[config.mk]
export PLATFORM = sky130hd
export DESIGN_NAME = seven_segment_mux_display_controller
export DESIGN_NICKNAME = d
export VERILOG_FILES = /design/src/design/ssd_pkg.sv /design/src/design/seven_segment_mux_display_controller.sv /design/src/design/ssd_ctrl.sv /design/src/design/ssd_datapath.sv
export SDC_FILE = /design/constraint.sdc
export NUM_CORES = 1
export LEC_CHECK = 0
export BUFFER_PORTS_ARGS = -buffer_cell sky130_fd_sc_hd__buf_2
export CAP_MARGIN = 20
export CORE_MARGIN = 5
export CORE_UTILIZATION = 45
export CTS_BUF_LIST = sky130_fd_sc_hd__clkbuf_16
export DETAILED_ROUTE_END_ITERATION = 7
export PLACE_DENSITY = 0.68
export SYNTH_ARGS = -nofsm -noshare
export SYNTH_HDL_FRONTEND = slang
export SYNTH_SLANG_ARGS = --single-unit
[constraint.sdc]
create_clock -name clk -period 8.61 [get_ports clk]
set_input_delay 0.861 -clock clk [delete_from_list [all_inputs] [get_ports clk]]
set_output_delay 0.861 -clock clk [all_outputs]
set_load 0.1 [all_outputs]
[src/design/ssd_pkg.sv]
package ssd_pkg;

    localparam int NumDigits = 4;
    localparam int PosW      = 2;
    localparam int SegW      = 7;
    localparam int DwellW    = 8;
    localparam int ValueW    = 16;
    localparam int RemW      = 14;
    localparam int DigitW    = 4;

    localparam logic [DwellW-1:0] DwellReset = 8'd5;
    localparam logic [ValueW-1:0] NumberMax  = 16'd9999;
    localparam logic [PosW-1:0]   LastPos    = 2'd3;

    localparam logic [SegW-1:0] SegBlank  = 7'h00;
    localparam logic [SegW-1:0] SegHyphen = 7'h01;

    localparam logic [2:0] OP_WRITE_DIGIT  = 3'd0;
    localparam logic [2:0] OP_WRITE_CHAR   = 3'd1;
    localparam logic [2:0] OP_WRITE_NUMBER = 3'd2;
    localparam logic [2:0] OP_SET_DOT      = 3'd3;
    localparam logic [2:0] OP_CLEAR_DOT    = 3'd4;
    localparam logic [2:0] OP_BLANK_DIGIT  = 3'd5;
    localparam logic [2:0] OP_CLEAR_ALL    = 3'd6;
    localparam logic [2:0] OP_TICK         = 3'd7;

    typedef struct packed {
        logic            accept;
        logic            conv_load;
        logic            conv_en;
        logic [PosW-1:0] conv_step;
    } ssd_cmd_t;

    typedef struct packed {
        logic start_conv;
        logic out_free;
    } ssd_sts_t;

    function automatic logic [SegW-1:0] dec_shape(input logic [DigitW-1:0] d);
        logic [SegW-1:0] s;
        case (d)
            4'd0:    s = 7'h7E;
            4'd1:    s = 7'h30;
            4'd2:    s = 7'h6D;
            4'd3:    s = 7'h79;
            4'd4:    s = 7'h33;
            4'd5:    s = 7'h5B;
            4'd6:    s = 7'h5F;
            4'd7:    s = 7'h70;
            4'd8:    s = 7'h7F;
            4'd9:    s = 7'h7B;
            default: s = SegBlank;
        endcase
        return s;
    endfunction

    function automatic logic [SegW-1:0] upper_shape(input logic [4:0] i);
        logic [SegW-1:0] s;
        case (i)
            5'd0:    s = 7'h77;
            5'd2:    s = 7'h4E;
            5'd4:    s = 7'h4F;
            5'd5:    s = 7'h47;
            5'd6:    s = 7'h5E;
            5'd7:    s = 7'h37;
            5'd8:    s = 7'h06;
            5'd9:    s = 7'h3C;
            5'd11:   s = 7'h0E;
            5'd14:   s = 7'h7E;
            5'd15:   s = 7'h67;
            5'd18:   s = 7'h5B;
            5'd20:   s = 7'h3E;
            5'd24:   s = 7'h3B;
            default: s = SegBlank;
        endcase
        return s;
    endfunction

    function automatic logic [SegW-1:0] lower_shape(input logic [4:0] i);
        logic [SegW-1:0] s;
        case (i)
            5'd0:    s = 7'h7D;
            5'd1:    s = 7'h1F;
            5'd2:    s = 7'h0D;
            5'd3:    s = 7'h3D;
            5'd4:    s = 7'h6F;
            5'd6:    s = 7'h7B;
            5'd7:    s = 7'h17;
            5'd8:    s = 7'h04;
            5'd9:    s = 7'h3C;
            5'd11:   s = 7'h30;
            5'd13:   s = 7'h15;
            5'd14:   s = 7'h1D;
            5'd15:   s = 7'h67;
            5'd16:   s = 7'h73;
            5'd17:   s = 7'h05;
            5'd18:   s = 7'h5B;
            5'd19:   s = 7'h0F;
            5'd20:   s = 7'h1C;
            5'd24:   s = 7'h3B;
            default: s = SegBlank;
        endcase
        return s;
    endfunction

    function automatic logic [SegW-1:0] char_shape(input logic [ValueW-1:0] c);
        logic [7:0]      lo;
        logic [7:0]      off_u;
        logic [7:0]      off_l;
        logic [SegW-1:0] s;
        lo    = c[7:0];
        off_u = lo - 8'h41;
        off_l = lo - 8'h61;
        if (c[15:8] != 8'h00)
            s = SegBlank;
        else if (lo >= 8'h30 && lo <= 8'h39)
            s = dec_shape(lo[3:0]);
        else if (lo >= 8'h41 && lo <= 8'h5A)
            s = upper_shape(off_u[4:0]);
        else if (lo >= 8'h61 && lo <= 8'h7A)
            s = lower_shape(off_l[4:0]);
        else if (lo == 8'h2D)
            s = SegHyphen;
        else
            s = SegBlank;
        return s;
    endfunction

    function automatic logic [RemW-1:0] place_weight(input logic [PosW-1:0] step);
        logic [RemW-1:0] w;
        case (step)
            2'd0:    w = 14'd1000;
            2'd1:    w = 14'd100;
            2'd2:    w = 14'd10;
            default: w = 14'd1;
        endcase
        return w;
    endfunction

endpackage

[src/design/seven_segment_mux_display_controller.sv]
// a tick that ends a dwell shows its item on m_axis in the cycle after it is taken
// one item per cycle, except a write number in range
// a write number in range holds s_axis_tready low while it converts, one decimal place a cycle
// s_axis_tready also waits while an output item is held and not taken
// reset (rst_n low, asynchronous) blanks all digits, clears dots, scan and dwell count,
// and sets dwell_ticks to 5
module seven_segment_mux_display_controller (
    input  logic        clk,
    input  logic        rst_n,
    input  logic        cfg_we,
    input  logic [7:0]  cfg_data,       // dwell_ticks
    input  logic        s_axis_tvalid,
    output logic        s_axis_tready,
    input  logic [2:0]  s_axis_tuser,   // operation
    input  logic [23:0] s_axis_tdata,   // position [1:0], value [17:2]
    output logic        m_axis_tvalid,
    input  logic        m_axis_tready,
    output logic [15:0] m_axis_tdata    // select [1:0], segments [8:2], dot_on [9]
);

    ssd_pkg::ssd_cmd_t cmd;
    ssd_pkg::ssd_sts_t sts;

    ssd_ctrl u_ctrl (
        .clk           (clk),
        .rst_n         (rst_n),
        .s_axis_tvalid (s_axis_tvalid),
        .s_axis_tready (s_axis_tready),
        .sts           (sts),
        .cmd           (cmd)
    );

    ssd_datapath u_datapath (
        .clk           (clk),
        .rst_n         (rst_n),
        .cfg_we        (cfg_we),
        .cfg_data      (cfg_data),
        .s_axis_tuser  (s_axis_tuser),
        .s_axis_tdata  (s_axis_tdata),
        .m_axis_tvalid (m_axis_tvalid),
        .m_axis_tready (m_axis_tready),
        .m_axis_tdata  (m_axis_tdata),
        .cmd           (cmd),
        .sts           (sts)
    );

endmodule

[src/design/ssd_ctrl.sv]
module ssd_ctrl (
    input  logic               clk,
    input  logic               rst_n,
    input  logic               s_axis_tvalid,
    output logic               s_axis_tready,
    input  ssd_pkg::ssd_sts_t  sts,
    output ssd_pkg::ssd_cmd_t  cmd
);

    localparam logic ST_IDLE = 1'b0;
    localparam logic ST_CONV = 1'b1;

    logic                     state_reg;
    logic                     state_next;
    logic [ssd_pkg::PosW-1:0] step_reg;
    logic [ssd_pkg::PosW-1:0] step_next;
    logic                     accept;

    assign s_axis_tready = (state_reg == ST_IDLE) && sts.out_free;
    assign accept        = s_axis_tvalid && s_axis_tready;

    always_comb
    begin
        state_next = state_reg;
        step_next  = step_reg;
        case (state_reg)
            ST_IDLE:
            begin
                if (accept && sts.start_conv)
                begin
                    state_next = ST_CONV;
                    step_next  = '0;
                end
            end
            ST_CONV:
            begin
                step_next = step_reg + 2'd1;
                if (step_reg == ssd_pkg::LastPos)
                begin
                    state_next = ST_IDLE;
                end
            end
            default:
            begin
                state_next = ST_IDLE;
            end
        endcase
    end

    always_comb
    begin
        cmd.accept    = accept;
        cmd.conv_load = accept && sts.start_conv;
        cmd.conv_en   = (state_reg == ST_CONV);
        cmd.conv_step = step_reg;
    end

    always_ff @(posedge clk or negedge rst_n)
    begin
        if (!rst_n)
        begin
            state_reg <= ST_IDLE;
            step_reg  <= '0;
        end
        else
        begin
            state_reg <= state_next;
            step_reg  <= step_next;
        end
    end

`ifndef SYNTHESIS
    a_no_accept_in_conv: assert property (@(posedge clk) disable iff (!rst_n)
        state_reg == ST_CONV |-> !s_axis_tready)
        else $error("item taken during number conversion");

    a_conv_starts_at_msd: assert property (@(posedge clk) disable iff (!rst_n)
        accept && sts.start_conv |=> state_reg == ST_CONV && step_reg == '0)
        else $error("conversion did not start at the leading digit");

    a_conv_ends: assert property (@(posedge clk) disable iff (!rst_n)
        state_reg == ST_CONV && step_reg == ssd_pkg::LastPos |=> state_reg == ST_IDLE)
        else $error("conversion did not finish after the last digit");
`endif

endmodule

[src/design/ssd_datapath.sv]
module ssd_datapath (
    input  logic               clk,
    input  logic               rst_n,
    input  logic               cfg_we,
    input  logic [7:0]         cfg_data,
    input  logic [2:0]         s_axis_tuser,
    input  logic [23:0]        s_axis_tdata,
    output logic               m_axis_tvalid,
    input  logic               m_axis_tready,
    output logic [15:0]        m_axis_tdata,
    input  ssd_pkg::ssd_cmd_t  cmd,
    output ssd_pkg::ssd_sts_t  sts
);

    logic [ssd_pkg::DwellW-1:0] dwell_ticks_reg;
    logic [ssd_pkg::SegW-1:0]   pattern_reg [ssd_pkg::NumDigits];
    logic                       dot_reg     [ssd_pkg::NumDigits];
    logic [ssd_pkg::PosW-1:0]   scan_reg;
    logic [ssd_pkg::DwellW-1:0] count_reg;
    logic [ssd_pkg::RemW-1:0]   rem_reg;
    logic                       seen_reg;
    logic                       out_valid_reg;
    logic [ssd_pkg::PosW-1:0]   out_select_reg;
    logic [ssd_pkg::SegW-1:0]   out_segments_reg;
    logic                       out_dot_reg;

    logic [2:0]                 op;
    logic [ssd_pkg::PosW-1:0]   pos;
    logic [ssd_pkg::ValueW-1:0] val;
    logic                       is_tick;
    logic [ssd_pkg::DwellW-1:0] limit;
    logic [ssd_pkg::DwellW-1:0] count_inc;
    logic                       emit;

    logic [ssd_pkg::RemW-1:0]   weight;
    logic [ssd_pkg::RemW-1:0]   mult [10];
    logic [8:0]                 ge;
    logic [ssd_pkg::DigitW-1:0] digit;
    logic [ssd_pkg::SegW-1:0]   conv_shape;

    assign op  = s_axis_tuser;
    assign pos = s_axis_tdata[1:0];
    assign val = s_axis_tdata[17:2];

    assign is_tick   = (op == ssd_pkg::OP_TICK);
    assign limit     = (dwell_ticks_reg == '0) ? 8'd1 : dwell_ticks_reg;
    assign count_inc = count_reg + 8'd1;
    assign emit      = cmd.accept && is_tick && ((count_inc == '0) || (count_inc >= limit));

    assign sts.start_conv = (op == ssd_pkg::OP_WRITE_NUMBER) && (val <= ssd_pkg::NumberMax);
    assign sts.out_free   = !out_valid_reg || m_axis_tready;

    // one decimal place per cycle: compare against the nine multiples
    assign weight = ssd_pkg::place_weight(cmd.conv_step);

    always_comb
    begin
        for (int k = 0; k < 10; k++)
        begin
            mult[k] = ssd_pkg::RemW'(weight * ssd_pkg::RemW'(k));
        end
        for (int k = 1; k < 10; k++)
        begin
            ge[k-1] = (rem_reg >= mult[k]);
        end
        digit = ssd_pkg::DigitW'($countones(ge));
        if (digit == '0 && !seen_reg && cmd.conv_step != ssd_pkg::LastPos)
            conv_shape = ssd_pkg::SegBlank;
        else
            conv_shape = ssd_pkg::dec_shape(digit);
    end

    always_ff @(posedge clk or negedge rst_n)
    begin
        if (!rst_n)
        begin
            dwell_ticks_reg <= ssd_pkg::DwellReset;
            for (int i = 0; i < ssd_pkg::NumDigits; i++)
            begin
                pattern_reg[i] <= ssd_pkg::SegBlank;
                dot_reg[i]     <= 1'b0;
            end
            scan_reg      <= '0;
            count_reg     <= '0;
            rem_reg       <= '0;
            seen_reg      <= 1'b0;
            out_valid_reg <= 1'b0;
        end
        else
        begin
            if (cfg_we)
            begin
                dwell_ticks_reg <= cfg_data;
            end

            if (cmd.accept)
            begin
                case (op)
                    ssd_pkg::OP_WRITE_DIGIT:
                    begin
                        pattern_reg[pos] <= (val <= 16'd9) ?
                            ssd_pkg::dec_shape(val[3:0]) : ssd_pkg::SegBlank;
                    end
                    ssd_pkg::OP_WRITE_CHAR:
                    begin
                        pattern_reg[pos] <= ssd_pkg::char_shape(val);
                    end
                    ssd_pkg::OP_WRITE_NUMBER:
                    begin
                        if (cmd.conv_load)
                        begin
                            rem_reg  <= val[ssd_pkg::RemW-1:0];
                            seen_reg <= 1'b0;
                        end
                        else
                        begin
                            for (int i = 0; i < ssd_pkg::NumDigits; i++)
                            begin
                                pattern_reg[i] <= ssd_pkg::SegBlank;
                                dot_reg[i]     <= 1'b0;
                            end
                        end
                    end
                    ssd_pkg::OP_SET_DOT:
                    begin
                        dot_reg[pos] <= 1'b1;
                    end
                    ssd_pkg::OP_CLEAR_DOT:
                    begin
                        dot_reg[pos] <= 1'b0;
                    end
                    ssd_pkg::OP_BLANK_DIGIT:
                    begin
                        pattern_reg[pos] <= ssd_pkg::SegBlank;
                    end
                    ssd_pkg::OP_CLEAR_ALL:
                    begin
                        for (int i = 0; i < ssd_pkg::NumDigits; i++)
                        begin
                            pattern_reg[i] <= ssd_pkg::SegBlank;
                            dot_reg[i]     <= 1'b0;
                        end
                    end
                    default:
                    begin
                        count_reg <= emit ? '0 : count_inc;
                        if (emit)
                        begin
                            scan_reg <= scan_reg + 2'd1;
                        end
                    end
                endcase
            end

            if (cmd.conv_en)
            begin
                pattern_reg[cmd.conv_step] <= conv_shape;
                rem_reg                    <= rem_reg - mult[digit];
                seen_reg                   <= seen_reg || (digit != '0);
            end

            if (emit)
                out_valid_reg <= 1'b1;
            else if (m_axis_tready)
                out_valid_reg <= 1'b0;
        end
    end

    always_ff @(posedge clk)
    begin
        if (emit)
        begin
            out_select_reg   <= scan_reg;
            out_segments_reg <= pattern_reg[scan_reg];
            out_dot_reg      <= dot_reg[scan_reg];
        end
    end

    assign m_axis_tvalid = out_valid_reg;
    assign m_axis_tdata  = {6'b0, out_dot_reg, out_segments_reg, out_select_reg};

endmodule

# Word level (Yosys, flattened, before mapping)
# Memories as Yosys holds them, arrays and structs flattened.
# Cells that the tools add are included.
# W data, S select, Z words.
# totals
regBits	79
mem_bits_ro	784
input_bits	40
out_inout_bits	18
mem_count	5
# mem_list
memory	depth	width	read_ports	rd_ports_with_merged_regs	write_ports	line	text
(no name shown)	32	7	1	0	0	ssd_pkg.sv:59	case (i)
(no name shown)	32	7	1	0	0	ssd_pkg.sv:81	case (i)
(no name shown)	16	7	1	0	0	ssd_pkg.sv:41	case (d)
(no name shown)	16	7	1	0	0	ssd_pkg.sv:41	
(no name shown)	16	7	1	0	0	ssd_pkg.sv:41	
# classes
n_addsub	14
n_mul	5
order_cmp	24
eq_ne	14
n_mux	53
bitwise_logic	11
n_reduce_logical	35
# ops
op	n
$pmux W28 S5	1
$mux W7	14
$bwmux W28	3
$mux W14	6
$mux W28	3
$ge A14 B14 Y1	5
$bmux W14 S4	1
$pmux W10 S3	1
$and A28 B28 Y28	1
$demux W7 S2	2
$not A28 Y28	1
$mul A10 B3 Y13 const B	2
$mul A10 B2 Y12 const B	2
$ge A8 B7 Y1 const B	2
$le A16 B14 Y1 const B	1
$le A16 B4 Y1 const B	1
$le A8 B7 Y1 const B	2
$logic_not A8 Y1	2
$mux W8	2
$pmux W4 S4	1
$bmux W7 S2	1
$ge A14 B10 Y1	1
$ge A14 B11 Y1	1
$ge A14 B12 Y1	1
other kinds (47)	99

# Depth between registers and ports, before layout
# Gate-level depths: netlist of the first run.
# logic_depth
ltp_word	14
ltp_mapped	35
ltp_nobuf	33

# By module
# Synthesis of the first run repeated with hierarchy kept, for this count alone.
# hier_totals
hier_cells	1213
area_unflattened_um2	9605.5
# by_module_without_submodules
mod	instances	cells_each	area_per_inst_um2
ssd_datapath	1	1198	9439.1
ssd_ctrl	1	15	166.4

# Worst setup path after synthesis of the first run
# No wires, ideal clock.
# synth_path
path_kind	reg2reg
startpoint	register u_ctrl.step_reg[1] (netlist name)
endpoint	register u_datapath.rem_reg[13] (netlist name)
setup_time_ns	0.120
arrival_ns	7.166
setup_slack_ns	1.324
stages_incl_launch_ff	28
n_path_buf	3
synth_period_minus_slack_ns	7.286
path_cell_list	dfrtp_1 -> inv_1 -> ha_1 -> clkbuf_1 -> inv_1 -> ha_1 -> nand4_1 -> or4b_2 -> o211ai_1 -> ha_1 -> inv_1 -> fa_1 -> fa_1 -> inv_1 -> ha_1 -> clkbuf_1 -> clkbuf_1 -> mux4_2 -> a21oi_1 -> a2bb2oi_1 -> ha_1 -> and2_1 -> o21ai_0 -> nand3_1 -> a31oi_1 -> a211oi_1 -> or3_1 -> a31o_2
# synth_via
elab_chain_len	14
word_cells_on_any_way	32
# synth_lines
item	line	text
from (decl)	ssd_ctrl.sv:15	logic [ssd_pkg::PosW-1:0] step_reg;
from (signal assigned)	ssd_ctrl.sv:68	step_reg <= step_next;
$eq A2 B2 Y1 (tied with other cells)	ssd_pkg.sv:131	case (step)
$pmux W10 S3 *	ssd_pkg.sv:131	
$mul A10 B2 Y12 or $mul A10 B3 Y13 (tied branches)	ssd_datapath.sv:60	mult[k] = ssd_pkg::RemW'(weight * ssd_pkg::RemW'(k));
$ge A14 B14 Y1	ssd_datapath.sv:64	ge[k-1] = (rem_reg >= mult[k]);
$add A1 B1 Y2 (implied by the code)	ssd_datapath.sv:66	digit = ssd_pkg::DigitW'($countones(ge));
$add A4 B4 Y4 (implied by the code) (2 in series)	ssd_datapath.sv:66	
$add A4 B1 Y4 (implied by the code)	ssd_datapath.sv:66	
$not A4 Y5 (implied by the code)	ssd_datapath.sv:158	rem_reg <= rem_reg - mult[digit];
$bmux W14 S4 *	ssd_datapath.sv:158	
$mux W14 (implied by the code) * (2 in series)	ssd_datapath.sv:158	
$sub A14 B14 Y14 *	ssd_datapath.sv:158	
$mux W14 *	ssd_datapath.sv:155	if (cmd.conv_en)
to (signal assigned)	ssd_datapath.sv:112	rem_reg <= val[ssd_pkg::RemW-1:0];
to (signal assigned)	ssd_datapath.sv:158	
to (decl)	ssd_datapath.sv:20	logic [ssd_pkg::RemW-1:0] rem_reg;
# Mark *: on every way between the ends. The rest lies on a longest branch, timed or not. The select of a mux whose other input is x is not followed.
# A chain may end at the register's enable or synchronous reset.

# Worst setup path in the final report of the first run
# layout_path
startpoint	register u_ctrl.step_reg[1] (netlist name)
endpoint	register u_datapath.rem_reg[10] (netlist name)
# Same word-level chain as after synthesis.

==> results.md, run 1 <==
- The area growth from synthesis to layout is 7.38%.
- The post-route fraction of the period consumed by the critical path is 0.907.
- Derived from the worst setup path, the maximum achievable clock frequency is 128 MHz.
- The number of global-route vias before repair is 9106.
- The proportion of synthesized chip area in sequential cells is 0.207.
- The mean cell area of the mapped netlist is 8.00 um2.
- In the final timing run, aggregate negative setup slack is 0 ns.
- In this run the remaining antenna-violating nets after routing total 0.
- Row generation in the floorplan step produced 54 rows.
- Entering global routing, the biggest net connects 70 pins.
- The detailed-routing iteration count for the pre-antenna-repair pass is 8.
- The number of gates resized after CTS was 0.
- The number of antenna violations at the first check in global routing is 1.
- The detailed placement HPWL is 22500 um.
- STA classifies the critical path endpoint as a flip-flop.
- The clock arrives with 0.0109 ns of skew.
- The count of placed standard cells in the final layout, fillers left out is 1513.
- Counting flops with a built-in enable in the synthesized netlist gives 10.
- Grouping stages by cell kind, the critical path spends the most delay in adder cells.
- The final count of hold timing violations was 0.
- The largest individual stage delay along the critical path comes from the cell fa_1.
- The final RePlAce weighted congestion is 0.976.
- The CTS root buffer is clkbuf_16.
- Setup repair after global routing left no endpoint under its margin.
- In the final routed layout, each cell accounts on average for 20.2 um.
- The flow ran to the end, and the final reports show no timing, DRC or antenna violations.
- The initial core utilization is 0.453.
- The repair_antennas step left the layout with diodes totalling 0.
- The async set or reset register ratio after synthesis is 0.873.
- The number of pins with negative max-slew slack in the final report is 0.
- The number of buffers and inverters on the critical path is 5.
- The setup violation total in the final timing report is 0.
- The overall routed net length is 30500 um.
- The netlist uses 98 different library cells.
- The first global-routing pass estimated 49500 um of wire.
- In this run the cell area of the synthesized design comes to 9790 um2.
- The clock sink count is 79.
- Synthesis inferred 79 register bits.
- OpenSTA, run right after detailed placement, puts the worst setup slack at 0.826 ns.
- The boundary pin count is 58.
- The number of nets in the finished design is 1388.
- The setup slack after layout is 0.800 ns.
- The tool flagged a number of max-cap violations equal to 0.
- The area of the core region is 21600 um2.
- The number of clock buffers added by TritonCTS is 9.
- The worst hold path belongs to the class reg2reg.
- After layout, the minimum clock period comes to 7.81 ns.
- The total congestion overflow after global routing is 0.
- The post-detailed-route DRC marker count is 0.
- The overall fraction of global-route tracks in use is 0.247.
- The delay contributed by the slowest stage of the critical path is 0.62 ns.
- Clock-pin slew was measured on the worst setup and hold paths at 0.06 ns.
- The relative slew slack is 0.378.
- The cell area after placement is 10200 um2.
- The nature of the critical path startpoint is a flip-flop.
- The cell count after placement is 1497.
- The cell count after synthesis came out at 1224.
- The worst-case register-to-register setup slack is 0.80 ns.
- After routing the design area is 10500 um2.
- The number of port buffers is 45.
- TritonCTS built the clock tree.
- During synthesis, Yosys emitted a total of 0 warnings.
- The H-tree was split into 3 levels.
- The die boundary width is 157 um.
- STA puts the critical path data arrival time at 8.08 ns.
- The biggest fanout along the worst timing path is 12.
- The most numerous cell type found on the critical path is ha_1.
- The overall via count from detail_route is 9712.
- At the pin with the least slew margin, the transition time is 0.925 ns.
- The insertion delay to the later sink of the worst-skew pair is 0.35 ns.
- The starting DRC count in detailed routing is 1000.
- Counting along the longest clock path gives a buffer depth of 2.
- The floorplan step defined a die boundary enclosing 24800 um2.
- The critical path is of the reg2reg type.
- The number of buffers inserted for hold repair after clock tree synthesis is 0.
- After clock tree synthesis, the setup repair step added 0 buffers.
- The fraction of layout cells with a size suffix above 1 is 0.109.
- The most used flip-flop cell after synthesis is dfrtp_1.
- The register with the most flip-flops in the layout has 28 of them.
- The ratio of routed vias to standard cells is 6.42.
- The die is 157 um tall.
- STA puts the critical path data required time at 8.88 ns.
cell usage in the layout (no fill, tap or decap), types with 10 or more instances in the layout:
| cell | synthesis | final |
|---|---|---|
| ha_1 | 113 | 113 |
| nand3_1 | 20 | 20 |
| o211ai_1 | 14 | 14 |
| a31oi_1 | 18 | 18 |
| o21a_1 | 16 | 16 |
| a21oi_1 | 95 | 95 |
| a211oi_1 | 23 | 23 |
| o31ai_1 | 18 | 18 |
| nor2b_1 | 15 | 15 |
| mux2i_1 | 12 | 12 |
| nor2_1 | 86 | 86 |
| buf_2 | 13 | 44 |
| edfxtp_1 | 10 | 10 |
| inv_1 | 53 | 54 |
| a211o_1 | 13 | 13 |
| and3_1 | 11 | 11 |
| o22ai_1 | 16 | 16 |
| nand2b_1 | 20 | 20 |
| a21o_1 | 26 | 26 |
| nor3_1 | 34 | 34 |
| nor4_1 | 10 | 10 |
| and2_1 | 10 | 10 |
| a221o_1 | 12 | 12 |
| o21ai_0 | 116 | 116 |
| xnor2_1 | 19 | 19 |
| buf_4 | 11 | 27 |
| nand2_1 | 115 | 115 |
| dfrtp_1 | 67 | 67 |
| mux4_2 | 10 | 10 |
cells in the mapped netlist, drive strengths merged (15+ instances only):
cell    count  area, um2
a211oi     25        198
a21o       26        195
a21oi      96        484
a31oi      18        113
buf        29        181
clkbuf     54        204
dfrtp      67       1680
ha        113       1410
inv        53        199
nand2     116        443
nand2b     20        125
nand3      20        100
nor2       87        334
nor2b      15       93.8
nor3       34        170
o211ai     17        151
o21a       16        120
o21ai     122        611
o22ai      16        100
o31ai      19        156
xnor2      19        166
area by class of cell:
type,instances,area [um2]
clock buffer,9,225
fill,2130,11100
clock inverter,7,90.1
timing repair buffer,71,423
inverter,56,210
sequential,79,2030
multi-input combinational,1011,7180
tap,280,350
through the flow:
step | util | hold WS [ns]
floorplan | - | 0.423
global route | 0.486 | 0.516
CTS | 0.486 | 0.476
finish | 0.486 | 0.471
global placement | 0.471 | 0.456
detailed placement | 0.471 | 0.452
tightest hold or removal path, cell delays in order, from the launching register on:
cell and delay [ns]:
dfrtp_1 0.34, nand2_1 0.05, nand2_1 0.05
per-layer routing:
layer | wire length [um] | vias up | global-route usage | share of wire
met1 | 13300 | 4546 | 0.349 | 0.44
met4 | 1200 | 2 | 0.0995 | 0.039
li1 | - | 4601 | - | -
met3 | 2280 | 85 | 0.0264 | 0.075
met2 | 13700 | 478 | 0.385 | 0.45
met5 | 11 | - | 0 | 0.00036
worst paths after layout:
path / to / cells after the start / startpoint
hold reg to reg: u_datapath.seen_reg / 2 / u_datapath.seen_reg
setup reg to reg: u_datapath.rem_reg[10] / 33 / u_ctrl.step_reg[1]
min in group asynchronous: u_datapath.dot_reg[1] / 1 / rst_n
setup / recovery: u_datapath.rem_reg[10] / 33 / u_ctrl.step_reg[1]
max in group asynchronous: u_datapath.pattern_reg[12] / 1 / rst_n
hold / removal: u_datapath.seen_reg / 2 / u_datapath.seen_reg
cells by family after synthesis:
| kind of cell | after synthesis | share of synthesized area |
|---|---|---|
| buffers and inverters | 139 | 0.0609 |
| AOI/OAI and AO/OA | 475 | 0.332 |
| muxes | 24 | 0.0376 |
| other | 1 | 0.000383 |
| DFF | 79 | 0.207 |
| and+or+nand+nor | 357 | 0.177 |
| xor gates and xnor gates | 28 | 0.0258 |
| adders and majority gates | 121 | 0.160 |
Power of run 1 is not shown: default switching activity piles up to over one toggle a cycle in this logic, so the estimate is an artifact.
==> run 2: changes to the inputs <==
--- a/config.mk
+++ b/config.mk
@@ -14,4 +14,5 @@
 export PLACE_DENSITY = 0.68
 export SYNTH_ARGS = -nofsm -noshare
 export SYNTH_HDL_FRONTEND = slang
+export SYNTH_HIERARCHICAL = 1
 export SYNTH_SLANG_ARGS = --single-unit
==> run 2 against run 1 <==
Compared with the run above: critical path depth decreased by 3; worst setup slack got worse by 0.28 ns; die area decreased by 1.7%; first-iteration DRC count increased by 4.9%; clock skew increased by 0.0019 ns; utilization increased by 0.49 points; hold slack improved by 0.043 ns; cell count decreased by 1.1%; design area decreased by 1.8%; largest cell class unchanged.
==> results.md, run 2 <==
- The run finished with clean final reports.
- The number of cell instances on the worst register-to-register path is 30.
- Before antenna repair, the detailed router went through 8 iterations.
- The cell type with the highest aggregate area in the netlist is dfrtp_1.
- The largest family of logic cells by synthesized area is compound AO/OA/AOI/OAI gates.
- Counting buffers and inverters, the worst setup path is 30 cells deep.
- In this run the standard cell core region covers 21000 um2.
- The overall fraction of global-route tracks in use is 0.236.
- Static timing analysis puts the maximum clock frequency at 124 MHz.
- Of the cells placed in the final design, the portion with a size suffix greater than 1 is 0.101.
- The number of cells on the worst hold path is 2.
- The insertion delay to the later sink of the worst-skew pair is 0.35 ns.
- The async set or reset register ratio after synthesis is 0.873.
- Setup repair after global routing left no endpoint under its margin.
- The leading cell type in the layout, fill and taps excluded is o21ai_0.
- The post-route fraction of the period consumed by the critical path is 0.939.
- The share of the synthesized area in compound gates (AO/OA/AOI/OAI) came to 0.296.
- For this configuration, the core starts out at a cell density of 0.457.
- After filler insertion, the fill cell instance count of the layout stands at 2007.
- The time the final worst path needs with I/O delays and setup is 8.09 ns.
- Together, buffers and inverters on the worst path number 3.
- The global-route wire length before repair is 47400 um.
- In this run the worst hold path is classified as reg2reg.
- In this run, CTS created clock tree buffers numbering 9.
- The cell family contributing the most delay on the critical path is adder cells.
- In this run the tightest slew margin relative to its limit is 0.284.
- The slew at the pin closest to its max-slew limit is 1.07 ns.
- The proportion of synthesized chip area in sequential cells is 0.211.
- The netlist uses 88 different library cells.
- Row generation in the floorplan step produced 53 rows.
- The tightest hold path in the finished design has a slack of 0.514 ns.
- The number of antenna-violating nets in the routed design is 0.
- In this run, synthesis inferred 10 flip-flops with an integrated enable.
- The final RePlAce weighted congestion is 0.973.
- The number of pins with negative max-slew slack in the final report is 0.
- The final count of hold timing violations is 0.
- Hold repair after CTS inserted 0 buffers.
- A synthesized cell averages 7.92 um2.
- Of the total synthesized cell area, the portion taken by AND, OR, NAND and NOR gates is 0.192.
- The overall routed net length is 29200 um.
- The wire-length estimate of the detail-placed layout is 21500 um.
- The synthesized netlist occupies a cell area of 9610 um2.
- The dominant synthesized flop cell is dfrtp_1.
- The highest-delay cell along the critical path is mux4_2.
- The flip-flop count of the largest register after layout is 28.
- STA classifies the critical path startpoint as a flip-flop.
- The biggest fanout along the worst timing path is 16.
- The number of port buffers is 45.
- The full die area is 24400 um2.
- Of the total synthesized cell area, the portion taken by full adders, half adders and majority gates is 0.158.
- The diode insertion count for antenna repair is 0.
- The top cell types in the final layout, fill and taps aside, are 120 x o21ai_0, 109 x nor2_1, 108 x ha_1.
- The number of global-route vias before repair is 8879.
- The proportion of synthesized area in mux cells is 0.0524.
- Pin placement for this block handled 58 I/O pins.
- The number of levels the H-tree was split into is 3.
- The die boundary width is 156 um.
- At the worst endpoint, the arrival time is 8.30 ns.
- For the worst setup path, the data required time is 8.83 ns.
- In this run, the number of DRC markers left after iteration 0 of detailed routing was 1049.
- The clock sink count is 79.
- After detailed placement, the design holds a cell count of 1481.
- The worst setup path is of the reg2reg kind.
- Post-CTS timing repair inserted 0 buffers for setup.
- The accumulated negative setup slack is 0 ns.
- The clock tree from TritonCTS is built.
- The ratio of routed vias to standard cells is 6.41.
- In the post-synthesis netlist, the cell with the most instances is o21ai_0.
- Of the post-synthesis cell area, the dominant cell type holds 0.175.
- The area growth from synthesis to layout is 7.45%.
- The capturing element type of the critical path is a flip-flop.
- The total congestion overflow after global routing is 0.
- The clock slew at the register clock pins of the worst setup and hold paths is 0.07 ns.
- The floorplan step set the die height to 156 um.
- During synthesis, Yosys emitted a total of 6 warnings.
- Entering global routing, the biggest net connects 70 pins.
- The number of synthesized register bits is 79.
- The synthesized-area fraction occupied by xor and xnor cells is 0.0328.
- The count of placed standard cells in the final layout, fillers left out is 1497.
- In the synthesized netlist, the cells that appear most often are 121 x o21ai_0, 110 x nor2_1, 109 x ha_1, 100 x nand2_1, 99 x a21oi_1.
- The final clock skew is 0.0128 ns.
- After routing the design area is 10300 um2.
- Clock tree synthesis selected as its root buffer the cell clkbuf_16.
- The net count of the finished layout is 1373.
- Synthesis handed over a netlist of 1213 instances.
- Across the run, the number of max-cap violations was 0.
- The routed layout has 9591 vias.
- Ranked by total cell area, the synthesized netlist is headed by dfrtp_1 17%, ha_1 14%, o21ai_0 6.3%.
- The longest clock path from root to sink contains 2 buffers.
- The number of antenna violations at the first check in global routing is 0.
- The setup violation total in the final timing report is 0.
- In this design, the stage delay of the slowest critical-path cell is 0.55 ns.
- For this run, design rule violations remaining after detail routing come to 0.
- The cell area after placement is 10000 um2.
- The routed wire length per instance is 19.5 um.
==> run 2: cell count changes after synthesis, moves of 10 or more <==
cell	delta
a221oi_1	+12
mux2i_1	+12
nand2_1	-15
nand3_1	+13
nor2_1	+24
nor3_1	-13
o22ai_1	-10
==> run 2: timing repair <==
| action | CTS | global route |
|---|---|---|
| setup endpoints to repair | 0 | 4 |
| gates resized for setup | 0 | 3 |
| endpoints found under the hold margin | 0 | 0 |
==> run 2: worst reg2reg max path, delay by kind of cell, from the launching register on <==
kind	cells	cell delay (ns)
and+or+nand+nor	3	0.45
buffers and inverters	3	0.57
DFF	1	0.38
muxes	2	0.65
AOI/OAI and AO/OA	12	2.23
adders and majority gates	8	3.40
xor gates and xnor gates	2	0.28
==> run 2: metrics by stage <==
step	worst slack, ns	utilization
2_1_floorplan	0.633	-
3_3_place_gp	0.384	0.476
3_5_place_dp	0.324	0.476
4_1_cts	0.290	0.491
5_1_grt	0.0651	0.491
6_report	0.522	0.491
==> run 2: kinds of logic (layout without fill, tap and decap cells) <==
group | after synthesis | after routing
AOI/OAI and AO/OA | 431 | 431
xor gates and xnor gates | 36 | 36
adders and majority gates | 117 | 117
buffers and inverters | 130 | 134
DFF | 79 | 79
muxes | 37 | 37
other | 1 | 6
and+or+nand+nor | 382 | 382
==> run 2: layout make-up <==
cell class | count | area, um2 | share of cell area
Clock buffer | 9 | 225 | 0.0218
Timing Repair Buffer | 66 | 385 | 0.0373
Sequential cell | 79 | 2030 | 0.197
Tap cell | 275 | 344 | 0.0333
Multi-Input combinational cell | 1009 | 7060 | 0.684
Inverter | 52 | 195 | 0.0189
Clock inverter | 7 | 86.3 | 0.00836
==> run 2: per-layer routing <==
layer / vias up / GRT usage / part of all wire
met5: - / 0 / 0
met4: 0 / 0.0752 / 0.031
met3: 80 / 0.0294 / 0.076
met2: 474 / 0.377 / 0.46
met1: 4520 / 0.334 / 0.43
li1: 4517 / - / -
==> run 2: worst paths after layout <==
check                                        start                            end  slack (ns)
max in group asynchronous                    rst_n          u_datapath/rem_reg[1]        7.39
min reg2reg                u_datapath/count_reg[7]        u_datapath/count_reg[7]        0.51
max                             u_ctrl/step_reg[0]         u_datapath/rem_reg[13]        0.52
max reg2reg                     u_ctrl/step_reg[0]         u_datapath/rem_reg[13]        0.52
min in group asynchronous                    rst_n  u_datapath/dwell_ticks_reg[7]        0.63
min                        u_datapath/count_reg[7]        u_datapath/count_reg[7]        0.51
Power of run 2 is left out for the same reason.
==> run 3: changes to the inputs <==
--- a/config.mk
+++ b/config.mk
@@ -12,6 +12,7 @@
 export CTS_BUF_LIST = sky130_fd_sc_hd__clkbuf_16
 export DETAILED_ROUTE_END_ITERATION = 7
 export PLACE_DENSITY = 0.68
+export REMOVE_ABC_BUFFERS = 1
 export SYNTH_ARGS = -nofsm -noshare
 export SYNTH_HDL_FRONTEND = slang
 export SYNTH_HIERARCHICAL = 1
==> run 3 against run 2 <==
Compared with the run above: sequential share of layout area is 0.22 points lower; via count is 0.68% lower; die area stayed put; critical path type unchanged; critical endpoint unchanged.
==> results.md, run 3 (synthesis gave the netlist of run 2 again) <==
- The run finished with clean final reports.
- The die is 156 um tall.
- Across all setup checks in the final design, the least slack found is 0.600 ns.
- Prior to clock tree synthesis, the placed netlist has a worst setup slack of 0.359 ns.
- The critical path data arrival time is 8.22 ns.
- Max-cap violations in this run came to 0.
- The worst setup path is launched from a flip-flop.
- The required time of the critical path is 8.82 ns.
- The cell area after placement is 10100 um2.
- The final clock skew is 0.00630 ns.
- The library cell used most frequently in the layout, excluding fill and tap cells, is o21ai_0.
- Clock-pin slew was measured on the worst setup and hold paths at 0.06 ns.
- The overall routed net length is 29000 um.
- In the layout the commonest cells are 120 x o21ai_0, 110 x nor2_1, 107 x ha_1.
- Grouping stages by cell kind, the critical path spends the most delay in adder cells.
- The routed wire length per instance is 19.2 um.
- The region available for standard cell placement spans 21000 um2.
- TritonCTS created 9 clock buffers.
- TritonCTS built the clock tree.
- Counting both buffers and inverters, the worst setup path holds a total of 3.
- The number of port buffers is 45.
- The post-detailed-route DRC marker count is 0.
- The detailed placement HPWL is 21600 um.
- The worst pin sits at a relative slew slack of 0.280.
- The worst hold-check path type is reg2reg.
- The start of the worst register-to-register path is u_ctrl/step_reg[0].
- The full die area is 24400 um2.
- For the pin with the worst max-slew slack, the measured transition is 1.07 ns.
- The highest-delay cell along the critical path is fa_1.
- The detailed router finished its first iteration with 866 violations.
- The number of global-route vias before repair is 9050.
- The pin count of the biggest net entering global routing is 70.
- The number of antenna violations at the first check in global routing is 0.
- The capturing element type of the critical path is a flip-flop.
- From synthesis to final layout, the design area changed by 8.73%.
- In this run the horizontal extent of the chip is 156 um.
- The final count of hold timing violations is 0.
- The ratio of routed vias to standard cells is 6.30.
- The startpoint of the most critical setup path is u_ctrl/step_reg[0].
- The repair_antennas step left the layout with diodes totalling 0.
- Hold repair after CTS inserted 0 buffers.
- In this run the remaining antenna-violating nets after routing total 0.
- After layout, the minimum clock period comes to 8.01 ns.
- The clock sink count is 79.
- The number of levels the H-tree was split into is 3.
- The peak clock frequency supported by timing is 125 MHz.
- The biggest fanout along the worst timing path is 5.
- The global-route wire length before repair is 47700 um.
- After global routing the overflow that remains totals 0.
- Setup repair after global routing left no endpoint under its margin.
- The initialized floorplan defines 53 standard-cell rows.
- The post-layout instance area is 10400 um2.
- During I/O placement, the number of pins put on the boundary was 58.
- Dividing the final minimum period by the clock period gives 0.930.
- The setup path with the least slack is of type reg2reg.
- The insertion delay to the later sink of the worst-skew pair is 0.34 ns.
- Across every metal layer, demand over resource in global routing totals 0.237.
- Routability-driven placement finished with a final weighted congestion of 0.981.
- In this run the most critical hold path is launched from u_datapath/seen_reg.
- The number of pins with negative max-slew slack in the final report came to 0.
- Clock tree synthesis selected as its root buffer the cell clkbuf_16.
- The initial core utilization is 0.457.
- Setup violations remaining at the end of the flow were counted as 0.
- The worst-case clock buffer depth is 2.
- The flip-flop count of the largest register after layout is 28.
- The detailed-routing iteration count for the pre-antenna-repair pass is 6.
- The delay contributed by the slowest stage of the critical path is 0.63 ns.
- Across all layers, the routed design uses 9526 vias.
- In the final layout, the share of cells above drive strength 1 is 0.114.
- The net count of the finished layout is 1388.
run 3: changes by cell type in the layout (fill, tap and decap cells not counted), sizes merged:
cell	delta
inv	-2
buf	+15
bufinv	-1
clkbuf	+1
clkinv	+2
run 3: path summary, 6_finish.rpt:
| check | cells after the start | endpoint | slack [ns] |
|---|---|---|---|
| worst min-delay path | 2 | u_datapath/seen_reg | 0.52 |
| min in group asynchronous | 1 | u_datapath/dwell_ticks_reg[4] | 0.62 |
| worst min register to register | 2 | u_datapath/seen_reg | 0.52 |
| worst max register to register | 31 | u_datapath/rem_reg[13] | 0.60 |
| worst max-delay path | 31 | u_datapath/rem_reg[13] | 0.60 |
| max in group asynchronous | 1 | u_ctrl/step_reg[1] | 7.36 |
run 3: what timing repair did:
item | in CTS | in global routing
setup endpoints to repair | 0 | 3
gates resized for setup | 0 | 8
buffers inserted | 0 | 0
run 3: cell type report:
type / count / area [um2]
clock buffer: 10 / 250
clock inverter: 6 / 42.5
fill: 2049 / 10600
inverter: 52 / 199
multi-input combinational: 1009 / 7080
sequential: 79 / 2030
tap: 275 / 344
timing repair buffer: 81 / 502
run 3: per-layer routing:
layer,vias to the layer above,global-route usage,share of wire
met1,4506,0.342,0.45
met2,431,0.363,0.44
met5,-,0,0
met4,0,0.0624,0.019
li1,4546,-,-
met3,43,0.0458,0.086
run 3: tightest hold or removal path: cells and delay by family (launching register included):
kind / cells / cell delay, ns
compound gates: 1 / 0.08
flops: 1 / 0.35
simple gates: 1 / 0.06
run 3: metrics by stage:
stage,setup TNS (ns),cells,hold WS [ns],utilization
after floorplan,-0.0705,1140,0.464,-
after global placement,0,1496,0.487,0.481
after detailed placement,0,1496,0.499,0.481
after CTS,0,1512,0.515,0.495
after global routing,0,1512,0.527,0.497
final,0,1512,0.518,0.497
Power of run 3 is left out for the same reason.
